**src/sv/c_string_literal_unescape_macros.svh**
```systemverilog
// Assertion macros shared by the string literal decoder RTL.
// Each macro expands to one labeled concurrent assertion, sampled on clk_i
// and switched off while rst_ni is low.
`ifndef C_STRING_LITERAL_UNESCAPE_MACROS_SVH
`define C_STRING_LITERAL_UNESCAPE_MACROS_SVH

// Same-cycle implication
`define CSLU_ASSERT_NOW(label, ante, cons, msg) \
  label: assert property (@(posedge clk_i) disable iff (!rst_ni) (ante) |-> (cons)) \
    else $error(msg);

// Next-cycle implication
`define CSLU_ASSERT_NEXT(label, ante, cons, msg) \
  label: assert property (@(posedge clk_i) disable iff (!rst_ni) (ante) |=> (cons)) \
    else $error(msg);

`endif

```
**src/sv/cslu_pkg.sv**
```systemverilog
// ----------------------------------------------------------------------------
// cslu_pkg
// Types and character constants for the C string literal decoder.
// ----------------------------------------------------------------------------
`timescale 1ns / 1ps

package cslu_pkg;

  // Input item: one character of the literal
  typedef struct packed {
    logic [7:0] in_char;
    logic       in_last;
  } in_t;

  // Result item
  typedef struct packed {
    logic [7:0] out_byte;
    logic [1:0] out_kind;
    logic       out_last;
  } out_t;

  // Result kinds
  typedef enum logic [1:0] {
    KIND_BYTE = 2'd0,
    KIND_OK   = 2'd1,
    KIND_BAD  = 2'd2
  } kind_e;

  // Parser phases, one-hot
  typedef enum logic [7:0] {
    PH_WS     = 8'b0000_0001,
    PH_BODY   = 8'b0000_0010,
    PH_ESC    = 8'b0000_0100,
    PH_OCT    = 8'b0000_1000,
    PH_HEX0   = 8'b0001_0000,
    PH_HEX1   = 8'b0010_0000,
    PH_CLOSED = 8'b0100_0000,
    PH_DONE   = 8'b1000_0000
  } phase_e;

  // Characters recognized by the parser
  localparam logic [7:0] CH_NUL   = 8'h00;
  localparam logic [7:0] CH_SPACE = 8'h20;
  localparam logic [7:0] CH_TAB   = 8'h09;
  localparam logic [7:0] CH_CR    = 8'h0D;
  localparam logic [7:0] CH_QUOTE = 8'h22;
  localparam logic [7:0] CH_BSL   = 8'h5C;
  localparam logic [7:0] CH_0     = 8'h30;
  localparam logic [7:0] CH_3     = 8'h33;
  localparam logic [7:0] CH_7     = 8'h37;
  localparam logic [7:0] CH_9     = 8'h39;
  localparam logic [7:0] CH_LC_A  = 8'h61;
  localparam logic [7:0] CH_LC_B  = 8'h62;
  localparam logic [7:0] CH_LC_F  = 8'h66;
  localparam logic [7:0] CH_LC_N  = 8'h6E;
  localparam logic [7:0] CH_LC_R  = 8'h72;
  localparam logic [7:0] CH_LC_T  = 8'h74;
  localparam logic [7:0] CH_LC_V  = 8'h76;
  localparam logic [7:0] CH_LC_X  = 8'h78;
  localparam logic [7:0] CH_UC_A  = 8'h41;
  localparam logic [7:0] CH_UC_F  = 8'h46;
  localparam logic [7:0] CH_UC_X  = 8'h58;

  // Decoded values of the named escapes
  localparam logic [7:0] ESC_BEL = 8'h07;
  localparam logic [7:0] ESC_BS  = 8'h08;
  localparam logic [7:0] ESC_HT  = 8'h09;
  localparam logic [7:0] ESC_LF  = 8'h0A;
  localparam logic [7:0] ESC_VT  = 8'h0B;
  localparam logic [7:0] ESC_FF  = 8'h0C;
  localparam logic [7:0] ESC_CR  = 8'h0D;

endpackage

```
**src/sv/c_string_literal_unescape.sv**
```systemverilog
// The input stage registers each accepted item, and the result buffer registers its results.
// Throughput: one item per cycle while each item yields at most one result and
// the output is not stalled; an item that yields more results (up to 3) holds
// the input until its last result is being taken from the result buffer.
// Reset: rst_ni (async, active low) clears the input stage, result buffer and
// parser state to the leading whitespace phase.
// ----------------------------------------------------------------------------
// c_string_literal_unescape
// Streaming decoder for one double-quoted C string literal: skips leading
// whitespace, decodes octal, hex and named escapes, and closes each string
// with one status result.
// ----------------------------------------------------------------------------
`timescale 1ns / 1ps

`include "c_string_literal_unescape_macros.svh"

module c_string_literal_unescape
  import cslu_pkg::*;
(
  input  logic clk_i,
  input  logic rst_ni,
  input  logic in_valid_i,
  output logic in_ready_o,
  input  in_t  in_data_i,
  output logic out_valid_o,
  input  logic out_ready_i,
  output out_t out_data_o
);

  // Input stage
  logic s1_valid_q;
  in_t  s1_item_q;

  // Parser state
  phase_e     phase_q, phase_d;
  logic [7:0] esc_val_q, esc_val_d;
  logic [1:0] dig_cnt_q, dig_cnt_d;
  logic       three_ok_q, three_ok_d;
  logic       err_q, err_d;

  // Result buffer, slot 0 is the head
  out_t       res_q [3];
  out_t       res_d [3];
  logic [1:0] res_cnt_q;
  logic [1:0] res_n;

  logic take;
  logic pop;
  logic step;

  // Character classes of the staged character
  logic [7:0] ch;
  logic       is_oct;
  logic       is_hex;
  logic [3:0] hex_val;
  logic [7:0] oct_val;

  assign ch     = s1_item_q.in_char;
  assign is_oct = (ch >= CH_0) && (ch <= CH_7);
  assign oct_val = ch - CH_0;

  always_comb begin
    is_hex  = 1'b1;
    hex_val = 4'd0;
    if ((ch >= CH_0) && (ch <= CH_9)) begin
      hex_val = 4'(ch - CH_0);
    end else if ((ch >= CH_LC_A) && (ch <= CH_LC_F)) begin
      hex_val = 4'(ch - CH_LC_A + 8'd10);
    end else if ((ch >= CH_UC_A) && (ch <= CH_UC_F)) begin
      hex_val = 4'(ch - CH_UC_A + 8'd10);
    end else begin
      is_hex = 1'b0;
    end
  end

  // Handshakes
  assign pop         = out_valid_o && out_ready_i;
  assign take        = (res_cnt_q == 2'd0) || ((res_cnt_q == 2'd1) && out_ready_i);
  assign step        = s1_valid_q && take;
  assign in_ready_o  = !s1_valid_q || take;
  assign out_valid_o = (res_cnt_q != 2'd0);
  assign out_data_o  = res_q[0];

  // One character through the parser, up to three results
  always_comb begin
    logic       go;
    logic [1:0] limit;
    logic [1:0] dc_inc;
    logic [7:0] byte_v;

    phase_d    = phase_q;
    esc_val_d  = esc_val_q;
    dig_cnt_d  = dig_cnt_q;
    three_ok_d = three_ok_q;
    err_d      = err_q;
    res_n      = 2'd0;
    go         = 1'b1;
    limit      = three_ok_q ? 2'd3 : 2'd2;
    dc_inc     = dig_cnt_q + 2'd1;
    byte_v     = ch;
    for (int i = 0; i < 3; i++) begin
      res_d[i] = '{out_byte: 8'd0, out_kind: KIND_BYTE, out_last: 1'b0};
    end

    // Pending escapes: either absorb the digit or flush the escape byte
    if (phase_q == PH_OCT) begin
      if (is_oct && (dig_cnt_q < limit)) begin
        esc_val_d = {esc_val_q[4:0], oct_val[2:0]};
        dig_cnt_d = dc_inc;
        go        = 1'b0;
        if (dc_inc >= limit) begin
          res_d[res_n].out_byte = esc_val_d;
          res_n   = res_n + 2'd1;
          phase_d = PH_BODY;
        end
      end else begin
        res_d[res_n].out_byte = esc_val_q;
        res_n   = res_n + 2'd1;
        phase_d = PH_BODY;
      end
    end else if (phase_q == PH_HEX0) begin
      if (is_hex) begin
        esc_val_d = {4'd0, hex_val};
        phase_d   = PH_HEX1;
        go        = 1'b0;
      end else begin
        res_d[res_n].out_byte = esc_val_q;
        res_n   = res_n + 2'd1;
        phase_d = PH_BODY;
      end
    end else if (phase_q == PH_HEX1) begin
      phase_d = PH_BODY;
      if (is_hex) begin
        res_d[res_n].out_byte = {esc_val_q[3:0], hex_val};
        res_n = res_n + 2'd1;
        go    = 1'b0;
      end else begin
        res_d[res_n].out_byte = esc_val_q;
        res_n = res_n + 2'd1;
      end
    end

    // Main dispatch on the (possibly updated) phase
    if (go) begin
      unique case (phase_d)
        PH_WS: begin
          if ((ch == CH_SPACE) || ((ch >= CH_TAB) && (ch <= CH_CR))) begin
            phase_d = PH_WS;
          end else if (ch == CH_QUOTE) begin
            phase_d = PH_BODY;
          end else begin
            err_d   = 1'b1;
            phase_d = PH_DONE;
          end
        end
        PH_BODY: begin
          if (ch == CH_NUL) begin
            err_d   = 1'b1;
            phase_d = PH_DONE;
          end else if (ch == CH_QUOTE) begin
            phase_d = PH_CLOSED;
          end else if (ch == CH_BSL) begin
            phase_d = PH_ESC;
          end else begin
            res_d[res_n].out_byte = ch;
            res_n = res_n + 2'd1;
          end
        end
        PH_ESC: begin
          if (ch == CH_NUL) begin
            err_d   = 1'b1;
            phase_d = PH_DONE;
          end else if (is_oct) begin
            esc_val_d  = oct_val;
            dig_cnt_d  = 2'd1;
            three_ok_d = (ch <= CH_3);
            phase_d    = PH_OCT;
          end else if ((ch == CH_LC_X) || (ch == CH_UC_X)) begin
            esc_val_d = ch;
            phase_d   = PH_HEX0;
          end else begin
            case (ch)
              CH_LC_A: byte_v = ESC_BEL;
              CH_LC_B: byte_v = ESC_BS;
              CH_LC_T: byte_v = ESC_HT;
              CH_LC_N: byte_v = ESC_LF;
              CH_LC_V: byte_v = ESC_VT;
              CH_LC_F: byte_v = ESC_FF;
              CH_LC_R: byte_v = ESC_CR;
              default: byte_v = ch;
            endcase
            res_d[res_n].out_byte = byte_v;
            res_n   = res_n + 2'd1;
            phase_d = PH_BODY;
          end
        end
        PH_CLOSED: begin
          if (ch != CH_NUL) begin
            err_d = 1'b1;
          end
          phase_d = PH_DONE;
        end
        PH_OCT, PH_HEX0, PH_HEX1, PH_DONE: begin
          phase_d = phase_d;
        end
        default: begin
          phase_d = PH_DONE;
        end
      endcase
    end

    // End of string: flush a pending escape, then the status result
    if (s1_item_q.in_last) begin
      if ((phase_d == PH_OCT) || (phase_d == PH_HEX0) || (phase_d == PH_HEX1)) begin
        res_d[res_n].out_byte = esc_val_d;
        res_n = res_n + 2'd1;
        err_d = 1'b1;
      end else if ((phase_d != PH_CLOSED) && (phase_d != PH_DONE)) begin
        err_d = 1'b1;
      end
      res_d[res_n].out_kind = err_d ? KIND_BAD : KIND_OK;
      res_d[res_n].out_last = 1'b1;
      res_n      = res_n + 2'd1;
      phase_d    = PH_WS;
      esc_val_d  = 8'd0;
      dig_cnt_d  = 2'd0;
      three_ok_d = 1'b0;
      err_d      = 1'b0;
    end
  end

  // Control registers
  always_ff @(posedge clk_i or negedge rst_ni) begin
    if (!rst_ni) begin
      s1_valid_q <= 1'b0;
      res_cnt_q  <= 2'd0;
      phase_q    <= PH_WS;
      esc_val_q  <= 8'd0;
      dig_cnt_q  <= 2'd0;
      three_ok_q <= 1'b0;
      err_q      <= 1'b0;
    end else begin
      if (in_valid_i && in_ready_o) begin
        s1_valid_q <= 1'b1;
      end else if (take) begin
        s1_valid_q <= 1'b0;
      end

      if (step) begin
        res_cnt_q  <= res_n;
        phase_q    <= phase_d;
        esc_val_q  <= esc_val_d;
        dig_cnt_q  <= dig_cnt_d;
        three_ok_q <= three_ok_d;
        err_q      <= err_d;
      end else if (pop) begin
        res_cnt_q <= res_cnt_q - 2'd1;
      end
    end
  end

  // Payload registers
  always_ff @(posedge clk_i) begin
    if (in_valid_i && in_ready_o) begin
      s1_item_q <= in_data_i;
    end
    if (step) begin
      res_q <= res_d;
    end else if (pop) begin
      res_q[0] <= res_q[1];
      res_q[1] <= res_q[2];
    end
  end

  // Checks
  `CSLU_ASSERT_NOW(a_phase_onehot, 1'b1, $onehot(phase_q), "parser phase not one-hot")
  `CSLU_ASSERT_NOW(a_err_done, err_q, phase_q == PH_DONE, "error latched outside done phase")
  `CSLU_ASSERT_NOW(a_no_overrun, s1_valid_q && !take, !in_ready_o,
                   "input stage would be overwritten")
  `CSLU_ASSERT_NEXT(a_last_resets, step && s1_item_q.in_last, phase_q == PH_WS && !err_q,
                    "parser not reset after last item")
  `CSLU_ASSERT_NOW(a_last_kind, out_valid_o,
                   out_data_o.out_last == (out_data_o.out_kind != KIND_BYTE),
                   "status result and last flag disagree")

endmodule

```
**config.mk**
```make
export PLATFORM = sky130hd
export DESIGN_NAME = c_string_literal_unescape
export DESIGN_NICKNAME = d
export VERILOG_FILES = /design/src/sv/cslu_pkg.sv /design/src/sv/c_string_literal_unescape.sv
export VERILOG_INCLUDE_DIRS = /design/src /design/src/sv
export SDC_FILE = /design/constraint.sdc
export NUM_CORES = 1
export LEC_CHECK = 0
export ABC_AREA = 0
export BUFFER_PORTS_ARGS = -buffer_cell sky130_fd_sc_hd__buf_2
export CAP_MARGIN = 20
export CORE_ASPECT_RATIO = 1.1
export CORE_MARGIN = 2
export CORE_UTILIZATION = 45
export DETAILED_ROUTE_END_ITERATION = 8
export GPL_ROUTABILITY_DRIVEN = 0
export RECOVER_POWER = 100
export SYNTH_ARGS = -nofsm -noshare
export SYNTH_HDL_FRONTEND = slang
export SYNTH_SLANG_ARGS = --single-unit
export TNS_END_PERCENT = 20
```
**constraint.sdc**
```tcl
create_clock -name clk_i -period 13.2 [get_ports clk_i]
set_input_delay 1.98 -clock clk_i [delete_from_list [all_inputs] [get_ports clk_i]]
set_output_delay 1.98 -clock clk_i [all_outputs]
set_load 0.005 [all_outputs]
```
==> key figures <==
Global route
  – Grt ovf: 0
  – Largest net degree at the start of global routing: 49
  – Number of antenna violations at the first check in global routing: 0
  – Number of global-route vias before repair: 4,208
  – All-Layer GR Usage: 0.249
  – Global-route wire length before repair: 23.1 mm

Power
  – Worst VDD drop: 0.0974 mV
  – P_int: 581 uW
  – Net Sw Power: 385 uW
  – P_leak: 1.99 nW
  – Cell Pwr Density: 179 nW/um^2
  – Clock share of power: 0.254
  – Sequential Power Share: 0.377
  – Power, Total: 966 uW
  – Sw Share: 0.399
  – Combinational share of power: 0.370

STA
  – Hold Vio Cnt, Final: 0
  – TNS Setup: 0 ns
  – RSZ-0062 raised after global routing: no
  – Hold slack: 0.486 ns
  – Slew @ Worst Pin: 2.32 ns
  – Setup violations, final: 0
  – Max Slew Vio Count: 110
  – Fmax: 164 MHz
  – Final Critical Period: 6.09 ns
  – Final period utilization: 0.461
  – Max Clock Skew: 0.00782 ns
  – Slew headroom: -0.546

Final layout
  – Nets: 600
  – Final core utilization: 0.494
  – Fillers: 1,104
  – Area occupied by multi-input gates: 2840 um^2
  – Share of cells above drive strength 1: 0.121
  – FF/Latch Area: 1840 um^2
  – Antenna diode count: 0
  – Area Overhead vs Synth: 7.16%

Synthesis
  – Most numerous cell in the Yosys netlist: nand2_1
  – Synth Instances: 569
  – Avg Cell Area, Syn: 8.85 um^2
  – Post-synth EDFFs: 42
  – Fraction of registers with async set/reset: 0.354
  – Area share of the largest cell type after synthesis: 0.251
  – Cell taking the most area after synthesis: edfxtp_1
  – Syn nets: 603
  – #FFs+latches synth: 65
  – Area contributors post-synth: edfxtp_1, dfrtp_1, ha_1
  – Prevailing post-synth register cell: edfxtp_1
  – Register area share after synthesis: 0.365
  – Synth cell count leaders: nand2_1, nor2_1, edfxtp_1, a21oi_1, o21ai_0
  – YS warnings: 0
  – Synth Cell Area: 5030 um^2
  – Yosys cell types: 93

Route
  – Wire length per cell: 21.0 um
  – WL final: 15.1 mm
  – Via count: 4,630
  – DRC violation count after routing: 0
  – Vias per cell: 6.45
  – Final ANT Viol Nets: 0
  – DRT iter0 DRCs: 467
  – DRT Pass-1 Iters: 6

Worst hold path
  – Hold Crit Start: dig_cnt_q[1]$_DFFE_PN0P_
  – HP Class: flip-flop to flip-flop

CTS
  – CTS clk-pin slew, worst paths: 0.06 ns
  – Clk Latency, worst-skew pair: 0.34 ns
  – Post-CTS Setup Bufs: 0
  – CTS sink cnt: 65
  – Root buf cell: clkbuf_16
  – TritonCTS clock tree: built
  – Post-CTS Resized: 0
  – Number of H-tree levels: 3
  – Post-cts hold buffer count: 0
  – Cts bufs inserted: 9
  – CTS max path bufs: 2

Worst setup path
  – Crit Path Max Fanout: 48
  – R2R Path Start: res_cnt_q[0]$_DFFE_PN0P_
  – CP Data Arrival Time: 6.24 ns
  – Worst Path Required: 13.35 ns
  – CP max stage cell: clkbuf_1
  – Cell mode on critical path: clkbuf_1
  – Setup Crit Path Kind: input port to flip-flop
  – Worst Setup End Kind: flip-flop
  – Setup crit start kind: input port
  – CP peak stage delay: 1.65 ns
  – Cell chain of the critical path: buf_2 -> a21oi_1 -> nand2b_2 -> clkbuf_1 -> inv_1 -> clkbuf_1 -> nand2b_1 -> o22ai_1
  – Critical Path Source: out_ready_i

Die
  – Io pins: 26
  – Core area: 10,900 um^2
  – Die width: 105 um
  – Initial Utilization: 0.461
  – Die Y: 115 um
  – Die Area: 12,000 um^2
  – Site Rows: 40

Placed design
  – DP Wirelength: 10.9 mm
  – IO buf count: 25

Flow run
  – Max cap viols: 3

Outcome
  – Outcome: complete, but fails checks
  – Violated checks: capacitance limit, slew limit
==> metrics by stage <==
stage | area (um^2) | worst slack, ns | std cells
CTS | 5420 | 8.51 | 718
global placement | 5120 | 8.66 | 702
global route | 5390 | 6.77 | 718
detailed placement | 5120 | 8.52 | 702
floorplan | 5030 | 8.93 | 569
finish | 5390 | 7.11 | 718
==> cells by family (layout without fill, tap and decap cells) <==
family | count (synthesis) | in the layout | synth area share
adder cells (fa/ha/maj) | 21 | 21 | 0.0522
multiplexers | 7 | 7 | 0.0147
XOR/XNOR | 5 | 5 | 0.00870
flip-flops | 65 | 65 | 0.365
AO/OA/AOI/OAI | 173 | 173 | 0.246
buffers and inverters | 68 | 70 | 0.0694
AND/OR/NAND/NOR | 230 | 230 | 0.244
==> cell type report <==
| class | count | area share |
|---|---|---|
| inverter | 26 | 0.0181 |
| tap | 147 | 0.0341 |
| clock buffer | 9 | 0.0418 |
| sequential | 65 | 0.341 |
| clock inverter | 7 | 0.0144 |
| timing repair buffer | 28 | 0.0241 |
| multi-input combinational | 436 | 0.527 |
==> critical path: cells and delay by family <==
kind	cells	cell delay, ns
and+or+nand+nor	2	0.83
buffers and inverters	4	3.10
AOI/OAI and AO/OA	2	0.30
==> placed cells by master, fill, tap and decap left out, types with 20 or more instances in the layout <==
| cell | count |
|---|---|
| nand3_1 | 20 |
| dfrtp_1 | 22 |
| o21ai_0 | 30 |
| nand2_1 | 66 |
| nor2_1 | 51 |
| ha_1 | 21 |
| a21oi_1 | 36 |
| inv_1 | 26 |
| edfxtp_1 | 42 |
==> path summary, 6_finish.rpt <==
check                                            to  slack, ns  cells past startpoint
hold reg to reg            dig_cnt_q[1]$_DFFE_PN0P_       0.49                      1
min in group asynchronous    phase_q[3]$_DFFE_PN0P_       2.00                      1
hold / removal             dig_cnt_q[1]$_DFFE_PN0P_       0.49                      1
setup / recovery           esc_val_q[7]$_DFFE_PN0P_       7.11                      8
max in group asynchronous  esc_val_q[2]$_DFFE_PN0P_      10.32                      1
setup reg to reg           esc_val_q[7]$_DFFE_PN0P_       8.19                      9
==> sequential cells by signal, summed over array words and instances, names as in the netlist <==
name	count
ch	8
dig_cnt_q	2
err_q	1
esc_val_q	8
out_data_o	11
phase_q	8
res_cnt_q	2
res_q	22
s1_item_q	1
s1_valid_q	1
three_ok_q	1
==> routing by layer <==
layer / track usage / vias to the layer above / share of wire
met5: 0 / - / 0
met4: 0.114 / 0 / 0.036
met3: 0.0471 / 45 / 0.071
met2: 0.414 / 240 / 0.48
met1: 0.318 / 2229 / 0.41
li1: - / 2116 / -
==> power groups by stage <==
| stage | registers [mW] | clock network, mW | logic (mW) |
|---|---|---|---|
| floorplan | 0.334 | 0 | 0.298 |
| global placement | 0.361 | 0 | 0.355 |
| detailed placement | 0.365 | 0 | 0.359 |
| CTS | 0.361 | 0.248 | 0.360 |
| global route | 0.371 | 0.256 | 0.395 |
| finish | 0.364 | 0.245 | 0.357 |
Power figures use the tool's default switching activity.
